[src/rtl/lspf_pkg.sv]
// Package for the LiDAR scan point filter: widths, constants, register codes,
// the arctangent table and the transaction type passed between pipeline cells.
// No dependencies.
package lspf_pkg;

  localparam int RANGE_W  = 16;
  localparam int COORD_W  = 17;
  localparam int ANGLE_W  = 18;
  localparam int START_W  = 16;
  localparam int STEP_W   = 11;
  localparam int STRIDE_W = 8;
  localparam int MAXR_W   = 17;
  localparam int CFG_W    = 17;
  localparam int CFG_AW   = 2;

  localparam int XW = 36;
  localparam int ZW = 34;
  localparam int RW = 40;
  localparam int PW = 33;
  localparam int GAIN_PROD_W = 46;

  localparam int CORDIC_STAGES_DEF   = 16;
  localparam int ANGLE_FRAC_BITS_DEF = 13;

  localparam longint PI_Q30      = 64'sd3373259426;
  localparam longint HALF_PI_Q30 = PI_Q30 / 2;
  localparam longint TWO_PI_Q30  = 2 * PI_Q30;
  localparam longint GAIN_Q30    = 64'sd652032874;

  localparam logic [MAXR_W-1:0]          MAX_RANGE_RST     = 17'h10000;
  localparam logic signed [START_W-1:0]  ANGLE_START_RST   = -16'sd25736;
  localparam logic [STEP_W-1:0]          ANGLE_STEP_RST    = 11'd36;
  localparam logic [STRIDE_W-1:0]        SAMPLE_STRIDE_RST = 8'd1;

  typedef enum logic [CFG_AW-1:0] {
    REG_MAX_RANGE,
    REG_ANGLE_START,
    REG_ANGLE_STEP,
    REG_SAMPLE_STRIDE
  } lspf_reg_t;

  typedef struct packed {
    logic                 last;
    logic                 kept;
    logic                 zneg;
    logic                 neg;
    logic signed [XW-1:0] x;
    logic signed [XW-1:0] y;
    logic [RW-1:0]        z;
  } lspf_item_t;

  function automatic logic [29:0] atan_q30(input int unsigned idx);
    logic [29:0] v;
    case (idx)
      0:  v = 30'd843314856;
      1:  v = 30'd497837829;
      2:  v = 30'd263043836;
      3:  v = 30'd133525158;
      4:  v = 30'd67021686;
      5:  v = 30'd33543515;
      6:  v = 30'd16775850;
      7:  v = 30'd8388437;
      8:  v = 30'd4194282;
      9:  v = 30'd2097149;
      10: v = 30'd1048575;
      11: v = 30'd524287;
      12: v = 30'd262143;
      13: v = 30'd131071;
      14: v = 30'd65535;
      15: v = 30'd32767;
      16: v = 30'd16383;
      17: v = 30'd8191;
      18: v = 30'd4095;
      19: v = 30'd2047;
      20: v = 30'd1023;
      21: v = 30'd511;
      22: v = 30'd255;
      23: v = 30'd127;
      default: v = '0;
    endcase
    return v;
  endfunction

endpackage

[src/rtl/lspf_angle_cell.sv]
// Angle reduction cell: one conditional subtract of 2*pi scaled by 2^STEP, or,
// in the last cell, the fold into [-pi/2, pi/2]. Uses lspf_pkg.
module lspf_angle_cell #(
  parameter int STEP = 0,
  parameter bit FOLD = 1'b0
) (
  input  logic                 clk,
  input  logic                 rst,
  input  logic                 up_valid,
  input  lspf_pkg::lspf_item_t up_item,
  output logic                 up_ready,
  output logic                 dn_valid,
  output lspf_pkg::lspf_item_t dn_item,
  input  logic                 dn_ready
);
  import lspf_pkg::*;

  localparam logic [RW-1:0] SUB   = RW'(TWO_PI_Q30 << STEP);
  localparam logic [RW-1:0] HALF  = RW'(HALF_PI_Q30);
  localparam logic [RW-1:0] UPPER = RW'(TWO_PI_Q30 - HALF_PI_Q30);
  localparam logic signed [ZW-1:0] PI_Z     = ZW'(PI_Q30);
  localparam logic signed [ZW-1:0] TWO_PI_Z = ZW'(TWO_PI_Q30);

  lspf_item_t           item_next;
  logic signed [ZW-1:0] mz;
  logic signed [ZW-1:0] v;
  logic signed [ZW-1:0] zf;

  assign up_ready = !dn_valid || dn_ready;

  always_comb begin
    item_next = up_item;
    mz        = signed'(up_item.z[ZW-1:0]);
    v         = mz;
    zf        = mz;
    if (FOLD) begin
      if (up_item.z <= HALF) begin
        v = mz;
      end else if (up_item.z < UPPER) begin
        v             = mz - PI_Z;
        item_next.neg = 1'b1;
      end else begin
        v = mz - TWO_PI_Z;
      end
      zf          = up_item.zneg ? -v : v;
      item_next.z = RW'(zf);
    end else if (up_item.z >= SUB) begin
      item_next.z = up_item.z - SUB;
    end
  end

  always_ff @(posedge clk) begin
    if (rst) begin
      dn_valid <= 1'b0;
    end else if (up_ready) begin
      dn_valid <= up_valid;
    end
  end

  always_ff @(posedge clk) begin
    if (up_ready && up_valid) begin
      dn_item <= item_next;
    end
  end

endmodule

[config.mk]
export PLATFORM = sky130hd
export DESIGN_NAME = lspf_angle_cell
export DESIGN_NICKNAME = d
export VERILOG_FILES = /design/src/rtl/lspf_pkg.sv /design/src/rtl/lspf_angle_cell.sv
export SDC_FILE = /design/constraint.sdc
export NUM_CORES = 1
export LEC_CHECK = 0
export ABC_CLOCK_PERIOD_IN_PS = 4350
export BUFFER_PORTS_ARGS = -buffer_cell sky130_fd_sc_hd__buf_2
export CORE_ASPECT_RATIO = 1.2
export CORE_MARGIN = 2
export CORE_UTILIZATION = 45
export CTS_CLUSTER_DIAMETER = 40
export DETAILED_ROUTE_END_ITERATION = 6
export PLACE_DENSITY_LB_ADDON = 0.12
export RECOVER_POWER = 100
export SYNTH_ARGS = -nofsm -noshare
export SYNTH_HDL_FRONTEND = slang
export SYNTH_SLANG_ARGS = --single-unit
[constraint.sdc]
create_clock -name clk -period 4.35 [get_ports clk]
set_input_delay 0 -clock clk [delete_from_list [all_inputs] [get_ports clk]]
set_output_delay 0 -clock clk [all_outputs]
set_load 0.02 [all_outputs]
# After elaboration in Yosys (flattened, before gate mapping)
# Cells that the tools add are included.
dict set report op_classes {
  shift 0
  n_eq_ne 0
  div_mod_pow 0
  bitwise 0
  mux 1
  n_addsub 1
  n_lt_le_gt_ge 1
  mul 0
  reduce_logical 3
}
# operator n
set ops {}
lappend ops {{$ge 40x33->1 const B} 1}
lappend ops {{$mux 40} 1}
lappend ops {{$sub 40x33->40 const B} 1}
lappend ops {{$logic_and 1x1->1} 1}
lappend ops {{$logic_not 1->1} 1}
lappend ops {{$logic_or 1x1->1} 1}
dict set report totals {
  register_bits 117
  word_cells 14
  ramBits 0
  latchBits 0
  n_memories 0
  rom_bits 0
}

# Logic depth before layout (Yosys ltp)
# Gate-level depths: netlist of run 1.
dict set report depth {
  word_depth 3
  depth_mapped 10
  ltp_nobuf 9
}

# Worst setup path after synthesis of run 1
# OpenSTA, ideal clock, no wires.
dict set report synth_timing {
  kind {register to register}
  startpoint {register dn_valid}
  endpoint {register dn_item[0] (netlist bit) (enable)}
  n_path_buf 0
  setup_slack_ns 0.531
  setup_ns 0.488
  synth_period_minus_slack_ns 3.819
  path_stages_with_launch 3
  t_arrival_ns 3.331
  required_ns 3.862
  cell_sequence {dfxtp_1 > nand2b_1 > and2_1}
}
dict set report synth_via {
  elab_chain_cells 3
}
# element line
set synth_lines {}
lappend synth_lines {{from (decl)} lspf_angle_cell.sv:12} ;# output logic dn_valid,
lappend synth_lines {{from (signal assigned)} lspf_angle_cell.sv:56} ;# dn_valid <= up_valid;
lappend synth_lines {{$logic_not 1->1} lspf_angle_cell.sv:29} ;# assign up_ready = !dn_valid || dn_ready;
lappend synth_lines {{$logic_or 1x1->1} lspf_angle_cell.sv:29}
lappend synth_lines {{named net up_ready} lspf_angle_cell.sv:11} ;# output logic up_ready,
lappend synth_lines {{$logic_and 1x1->1} lspf_angle_cell.sv:61} ;# if (up_ready && up_valid) begin
lappend synth_lines {{to (signal assigned)} lspf_angle_cell.sv:62} ;# dn_item <= item_next;
lappend synth_lines {{to (decl)} lspf_angle_cell.sv:13} ;# output lspf_pkg::lspf_item_t dn_item,
# The timed path passes the listed nets, and every way through them passes these cells.
# A chain may end at the register's enable or synchronous reset.

# Worst setup path in the final report of run 1
dict set report layout_timing {
  startpoint {register dn_valid}
  endpoint {register dn_item[23] (netlist bit) (enable)}
}
dict set report layout_via {
  elab_chain_cells 3
}
# element line
set layout_lines {}
lappend layout_lines {{$logic_not 1->1} lspf_angle_cell.sv:29}
lappend layout_lines {{$logic_or 1x1->1} lspf_angle_cell.sv:29}
lappend layout_lines {{$logic_and 1x1->1} lspf_angle_cell.sv:61}
# No other way between the ends.

==> run metrics, run 1 <==
ANT nets after route=0; total gr overflow=0; CP endpoint=dn_item[23]; CTS sink count=117; Pleak=2.88 nW; Final Skew=0.00694 ns; R2R setup slack=1.04 ns; share of the synthesized area in the top cell type=0.737; CTS H-tree depth=4; Skew-Pair Late Insertion Delay=0.39 ns; Flop pwr share=0.446; Nets=781; Core ar.=10400 µm²; crit share post-route=0.762; n_diodes=0; largest net degree at the start of global routing=46; Slew Limit Fails=33; fillcell total=782; Yosys reg bits=117; Max-slew headroom=-0.276; CP Cell Sequence=nand2b_1, and2_0, clkbuf_2; Initial Utilization=0.456; Area Growth Syn to Fin=59.3%; slowest cell on the critical path=and2_0; Crit path arrival time=3.33 ns; Worst Path Max Fanout=45; Total GRT Usage=0.232; setup tns final=0 ns; Worst Tran Pin Value=1.91 ns; r2r endpoint=dn_item[23]; RSZ-0062 raised after global routing=no; crit path time final=3.31 ns; Max Clk Rate=0.302 GHz; clock transition at the registers of the reported paths=0.06 ns; drt wl/cell=16.9 µm; largest cells by area after synthesis=edfxtp_1 74%, xnor2_1 4.6%, xor2_1 2.2%, nand2_1 1.4%, nand4_1 1.2%; Syn. warnings=0; PD cells=404 nW/µm²; Netlist cell types=53; vias in the first global route=3892; final wirelength=13.5 mm; number of synthesized flops with an enable pin=116; switching pwr=755 µW; final RePlAce weighted congestion=0.837; sequential area share after synthesis=0.741; CP peak stage delay=1.43 ns; TritonCTS Buffers=17; CTS tree=done; worst path required time=4.36 ns; detailed-route via count=3929; quantity of I/O buffers inserted on ports=237; Setup crit start=dn_valid; Longest Clk Path Bufs=2; die area=11300 µm²; Detailed Routing Iterations Pass 1=4; most common cell after layout, fill and taps aside=clkbuf_1; placed instance area=6050 µm²; root buffer cell=clkbuf_16; Worst Setup Start Kind=register; most used flip-flop cell after synthesis=edfxtp_1; Synth Net Count=416; share of post-route cells with drive strength above 1=0.222; Setup CP Type=reg2reg; dpl hpwl=8.99 mm; Die Span Y=116 µm; Hold WC Path Type=in2reg; post-layout util=0.727; CP Capture Type=register; asr flop ratio synth=0; vias per cell=4.91; Die X=97.6 µm; status=finished with violations; post-CTS setup buffers=0; Reg2Reg Depth=3; Synth Instances=294; starting DRC count in detailed routing=135; Logic pwr share=0.134; # rows=41; Synth Cell Area=4730 µm²; maxcap violations=1; Hold Path Cell Cnt=2; failing checks=hold timing, capacitance limit, slew limit; Peak VDD IR=240 µV; final hold violation count=1; final hold slack=-0.00510 ns; Sw Ratio=0.248; global-route wire length before repair=19.9 mm; Remaining DRCs=0; top cell type by total area after synthesis=edfxtp_1; most frequent cells in the layout=130 x clkbuf_1, 116 x edfxtp_1, 115 x dlygate4sd3_1; initial antenna violation count=0; internal power=2.29 mW; design area=7530 µm²; Final setup viols=0; Crit Reg-Reg Startpoint=dn_valid; Avg Inst Size Synth=16.1 µm²; io pins=238; Clk pwr share=0.420
[per-layer routing]
metal,GRT usage,wire length [µm],vias up
met5,0,0,-
met2,0.423,7200,189
li1,-,-,1869
met4,0.0731,179,0
met3,0.0886,1160,14
met1,0.251,4960,1857
[metrics by stage]
| stage | hold slack, ns | cells | total power, mW | worst slack [ns] |
|---|---|---|---|---|
| 2_1_floorplan | 0.0691 | 294 | 1.56 | 0.531 |
| 3_3_place_gp | 0.155 | 654 | 1.71 | 1.78 |
| 3_5_place_dp | 0.158 | 654 | 1.72 | 1.70 |
| 4_1_cts | 0.00197 | 801 | 3.08 | 1.59 |
| 5_1_grt | -0.0160 | 801 | 3.16 | 0.720 |
| 6_report | -0.00510 | 801 | 3.04 | 1.04 |
[area by class of cell]
class / count / area (µm²) / share of cell area
multi-input combinational: 163 / 1100 / 0.146
inverter: 6 / 22.5 / 0.00299
tap: 129 / 161 / 0.0214
clock buffer: 17 / 425 / 0.0565
sequential: 117 / 3500 / 0.465
clock inverter: 15 / 134 / 0.0178
timing repair buffer: 354 / 2180 / 0.290
[synthesized netlist by cell type, types with 2 or more instances]
cell type    n
buf_2        2
and4_1       2
nor4_1       3
xor2_1      12
nand2_1     18
nor2_1      14
a21oi_1      5
nor2b_1      2
ha_1         2
nor4b_1      3
o21ai_0      6
and3_1       5
nor4_2       2
xnor2_1     25
nor4_4       2
nand4_1      9
a211o_1      2
nor3_2       2
a211oi_1     2
o211ai_1     2
inv_1        6
clkbuf_1     5
nand2_2      2
edfxtp_1   116
nand3_1      7
and2_1       3
nor3_1       6
o21ai_1      4
[state kept, by name, indices dropped and copies added (netlist names)]
name      count
dn_item     116
dn_valid      1
[logic make-up after synthesis]
logic type | share of synthesized area
AOI/OAI and AO/OA | 0.0564
xor gates and xnor gates | 0.0686
adders and majority gates | 0.00529
buffers and inverters | 0.0132
DFF | 0.741
and+or+nand+nor | 0.115
[timing repair]
action,in CTS,in global routing
gates resized for setup,0,0
endpoints found under the setup margin,0,0
endpoints found under the hold margin,114,0
hold buffers,115,0
[how the worst min path moves through the flow]
stage,from,endpoint,slack (ns)
4_1_cts,up_item[22],dn_item[22],0.002
2_1_floorplan,rst,dn_valid,0.07
3_5_place_dp,rst,dn_valid,0.16
5_1_grt,up_item[22],dn_item[22],-0.02
6_report,up_item[22],dn_item[22],-0.005
3_3_place_gp,rst,dn_valid,0.16
[worst max-delay path, delay by kind of cell, from the launching register on]
family                 cells  cell delay [ns]
AND/OR/NAND/NOR            2             1.53
buffers and inverters      1             1.06
flip-flops                 1             0.31
[power by group through the flow]
stage / Combinational [mW] / Sequential [mW] / Clock, mW
2_1_floorplan: 0.0887 / 1.48 / 0
3_3_place_gp: 0.343 / 1.37 / 0
3_5_place_dp: 0.347 / 1.37 / 0
4_1_cts: 0.430 / 1.35 / 1.30
5_1_grt: 0.437 / 1.36 / 1.36
6_report: 0.407 / 1.36 / 1.28
Note: power is estimated with default switching activity, not from simulation.
==> run 2, diff against run 1 <==
--- a/config.mk
+++ b/config.mk
@@ -5,7 +5,7 @@
 export SDC_FILE = /design/constraint.sdc
 export NUM_CORES = 1
 export LEC_CHECK = 0
-export ABC_CLOCK_PERIOD_IN_PS = 4350
+export ABC_CLOCK_PERIOD_IN_PS = 3420
 export BUFFER_PORTS_ARGS = -buffer_cell sky130_fd_sc_hd__buf_2
 export CORE_ASPECT_RATIO = 1.2
 export CORE_MARGIN = 2
==> constraint.sdc (replaced) <==
create_clock -name clk -period 3.42 [get_ports clk]
set_input_delay 0 -clock clk [delete_from_list [all_inputs] [get_ports clk]]
set_output_delay 0 -clock clk [all_outputs]
set_load 0.02 [all_outputs]
==> run 2 against run 1 <==
The flow now finishes without violations. Non-clock buffer count decreased by 1. Flip-flop and latch count unchanged. Via count increased by 0.84%. Die area unchanged.
==> run metrics, run 2 (synthesized netlist as in run 1, its figures left out) <==
Skew-Pair Late Insertion Delay=0.40 ns; vias per cell=4.95; share of post-route cells with drive strength above 1=0.227; Slew Limit Fails=0; final RePlAce weighted congestion=0.822; Die Span Y=116 µm; root buffer cell=clkbuf_16; Crit path arrival time=2.80 ns; most common cell after layout, fill and taps aside=clkbuf_1; status=complete, no violations; starting DRC count in detailed routing=148; CP Capture Type=register; CTS sink count=117; Die X=97.6 µm; global-route wire length before repair=21.2 mm; Worst Path Max Fanout=63; detailed-route via count=3962; Total GRT Usage=0.247; maxcap violations=0; Pleak=2.92 nW; crit share post-route=0.812; Final Skew=0.00728 ns; crit path time final=2.78 ns; R2R setup slack=0.64 ns; PD cells=543 nW/µm²; CTS tree=done; Peak VDD IR=337 µV; # rows=41; Longest Clk Path Bufs=2; Max-slew headroom=0.178; fillcell total=770; Nets=780; most frequent cells in the layout=127 x clkbuf_1, 116 x edfxtp_1, 114 x dlygate4sd3_1; Final setup viols=0; dpl hpwl=8.96 mm; clock transition at the registers of the reported paths=0.06 ns; quantity of I/O buffers inserted on ports=237; Detailed Routing Iterations Pass 1=5; total gr overflow=0; Top reg by flops=dn_item; Storage cell area=3500 µm²; Post-CTS Resized=0; CTS H-tree depth=4; TritonCTS Buffers=17; drt wl/cell=17.5 µm; die area=11300 µm²; Worst Setup Start Kind=register; Worst Tran Pin Value=1.23 ns; Setup CP Type=reg2reg; Hold WC Path Type=in2reg; Area Growth Syn to Fin=61.0%; largest net degree at the start of global routing=64; setup tns final=0 ns; post-CTS setup buffers=0; worst path required time=3.45 ns; vias in the first global route=3991; design area=7610 µm²; Core ar.=10400 µm²; final hold slack=0.00180 ns; final wirelength=14.0 mm; max FFs per register=116; ANT nets after route=0; Remaining DRCs=0; io pins=238; Max Clk Rate=0.360 GHz; RSZ-0062 raised after global routing=no; final hold violation count=0; biggest regs=dn_item: 116 flops, dn_valid: 1 flops; initial antenna violation count=1; placed instance area=6060 µm²; Initial Utilization=0.456; multi-input logic area=1110 µm²
## run 2: worst max-delay path, cell delays in order, from the launching register on
cell      delay (ns)
dfxtp_1         0.32
nand2b_1        0.12
and2_2          0.99
clkbuf_4        0.90
## run 2: report_power, final
group	switching, mW	total [mW]	internal (mW)
Sequential	0.0277	1.73	1.70
Combinational	0.307	0.520	0.213
Clock	0.662	1.89	1.22
Total	0.997	4.13	3.13
## run 2: area by class of cell
type	count	area share
Antenna cell	1	0.000329
Clock buffer	17	0.0559
Clock inverter	15	0.0266
Inverter	6	0.00296
Multi-Input combinational cell	163	0.146
Sequential cell	117	0.460
Tap cell	129	0.0212
Timing Repair Buffer	353	0.287
## run 2: through the flow
stage	total power, mW	worst slack (ns)	utilization	std cells
6_report	4.13	0.643	0.734	801
5_1_grt	4.28	0.461	0.734	801
4_1_cts	4.17	0.996	0.756	800
3_5_place_dp	2.19	1.11	0.585	654
3_3_place_gp	2.18	1.18	0.585	654
2_1_floorplan	1.99	0.880	-	294
## run 2: what timing repair did
item                                   CTS  global route
setup endpoints to repair                0             0
endpoints found under the hold margin  113             0
hold buffers                           114             0
## run 2: worst paths after layout
path	cells after the start	end	start
max reg2reg	3	dn_item[74]	dn_valid
min	2	dn_item[22]	up_item[22]
min reg2reg	3	dn_valid	dn_valid
max	3	dn_item[74]	dn_valid
## run 2: per-layer routing
layer  vias to the layer above  GRT usage  wire, µm
li1                       1866          -         -
met4                         0     0.0907       135
met1                      1898      0.282      5370
met3                        14     0.0766      1050
met2                       184      0.442      7480
met5                         -          0         0
==> run 3, diff against run 2 <==
--- a/config.mk
+++ b/config.mk
@@ -5,7 +5,7 @@
 export SDC_FILE = /design/constraint.sdc
 export NUM_CORES = 1
 export LEC_CHECK = 0
-export ABC_CLOCK_PERIOD_IN_PS = 3420
+export ABC_CLOCK_PERIOD_IN_PS = 2600
 export BUFFER_PORTS_ARGS = -buffer_cell sky130_fd_sc_hd__buf_2
 export CORE_ASPECT_RATIO = 1.2
 export CORE_MARGIN = 2
==> constraint.sdc (replaced) <==
create_clock -name clk -period 2.6 [get_ports clk]
set_input_delay 0 -clock clk [delete_from_list [all_inputs] [get_ports clk]]
set_output_delay 0 -clock clk [all_outputs]
set_load 0.02 [all_outputs]
==> run 3 against run 2 <==
Highest routed layer unchanged. Total power up 26%. Via count up 0.13%. Critical path type is now in2reg. Wire length down 2.8%.
==> run metrics, run 3 (synthesized netlist as in run 1, its figures left out) <==
Storage cell area=3500 µm²; PD cells=683 nW/µm²; CP peak stage delay=0.58 ns; Worst Setup Start Kind=primary input; CP Cell Sequence=dlygate4sd3_1, buf_2, nor4_4, nand2_2, or4_1, o21ai_2, buf_12, nand4_1, xnor2_1; Remaining DRCs=0; Max Clk Rate=0.415 GHz; Slew Limit Fails=0; CP Capture Type=register; Nets=784; slowest cell on the critical path=or4_1; CTS sink count=117; Worst Tran Pin Value=0.860 ns; final wirelength=13.6 mm; Peak VDD IR=420 µV; biggest regs=dn_item: 116 flops, dn_valid: 1 flops; Initial Utilization=0.456; crit path time final=2.41 ns; Final Skew=0.00675 ns; fillcell total=755; root buffer cell=clkbuf_16; global-route wire length before repair=20.7 mm; crit share post-route=0.926; Reg2Reg Depth=3; quantity of I/O buffers inserted on ports=237; io pins=238; Hold Path Cell Cnt=2; final hold slack=0.0143 ns; clock transition at the registers of the reported paths=0.06 ns; Final setup viols=0; post-CTS setup buffers=0; multi-input logic area=1140 µm²; Hold Path End=dn_item[33]; RSZ-0062 raised after global routing=no; Crit Reg-Reg Startpoint=dn_valid; CTS H-tree depth=4; die area=11300 µm²; Hold Buf Count CTS=114; starting DRC count in detailed routing=115; max FFs per register=116; detailed-route via count=3967; Total GRT Usage=0.239; Total Power=5.21 mW; drt wl/cell=17.0 µm; CTS tree=done; Longest Clk Path Bufs=2; status=complete, no violations; setup tns final=0 ns; share of post-route cells with drive strength above 1=0.234; Pleak=2.94 nW; r2r endpoint=dn_item[88]; min-delay src=up_item[33]; dpl hpwl=9.01 mm; Area Growth Syn to Fin=61.4%; TritonCTS Buffers=17; total gr overflow=0; Worst Path Max Fanout=20; Hold WC Path Type=in2reg; R2R setup slack=0.27 ns; Top reg by flops=dn_item; Detailed Routing Iterations Pass 1=5; largest net degree at the start of global routing=47; Post-CTS Resized=0; Die X=97.6 µm; Layout Cells excl Fill=805; Setup CP Type=in2reg; vias in the first global route=4004; post-layout util=0.736; most common cell after layout, fill and taps aside=clkbuf_1; initial antenna violation count=1; ANT nets after route=0; Crit path arrival time=2.56 ns; # rows=41; final hold violation count=0; Skew-Pair Late Insertion Delay=0.40 ns; Core ar.=10400 µm²; maxcap violations=0; Die Span Y=116 µm; most frequent cells in the layout=128 x clkbuf_1, 116 x edfxtp_1, 114 x dlygate4sd3_1; Max-slew headroom=0.427; DP Cell Count=658; final RePlAce weighted congestion=0.856; vias per cell=4.93; worst path required time=2.75 ns
[run 3: how the worst max path moves through the flow]
| stage | start | endpoint | slack, ns | depth (start not counted) |
|---|---|---|---|---|
| after floorplan | dn_valid | dn_item[0] | 0.06 | 2 |
| after global placement | up_item[3] | dn_item[35] | 0.44 | 11 |
| after detailed placement | up_item[2] | dn_item[37] | 0.40 | 11 |
| after CTS | up_item[35] | dn_item[37] | 0.29 | 9 |
| after global routing | up_item[32] | dn_item[37] | 0.05 | 10 |
| final | up_item[34] | dn_item[37] | 0.19 | 9 |
[run 3: metal layers]
layer | track usage | vias up | part of all wire
met3 | 0.0760 | 20 | 0.078
li1 | - | 1876 | -
met4 | 0.0907 | 0 | 0.016
met5 | 0 | - | 0
met1 | 0.268 | 1892 | 0.38
met2 | 0.430 | 179 | 0.52
[run 3: final cells by class]
cell class              instances  share of cell area
multi-input cells             163               0.149
flip-flops and latches        117               0.459
repair buffers                357               0.291
inverters                       6             0.00295
well taps                     129              0.0212
diodes                          1            0.000328
clock buffers                  17              0.0558
clock inverters                15              0.0203
[run 3: power breakdown]
| part | internal (mW) | switching (mW) |
|---|---|---|
| Clock | 1.41 | 0.839 |
| Sequential | 2.23 | 0.0353 |
| Combinational | 0.283 | 0.406 |
| Total | 3.93 | 1.28 |
[run 3: per-stage QoR]
step                      instance area [µm²]  setup slack, ns
after detailed placement                 6120            0.399
after global routing                     7630           0.0515
after global placement                   6120            0.437
after CTS                                7840            0.287
final                                    7630            0.192
after floorplan                          4730           0.0600
[run 3: worst max-delay path: cells and delay by family]
kind | cells | cell delay (ns)
XOR/XNOR | 1 | 0.16
buffers and inverters | 3 | 0.89
AO/OA/AOI/OAI | 1 | 0.37
AND/OR/NAND/NOR | 4 | 1.13
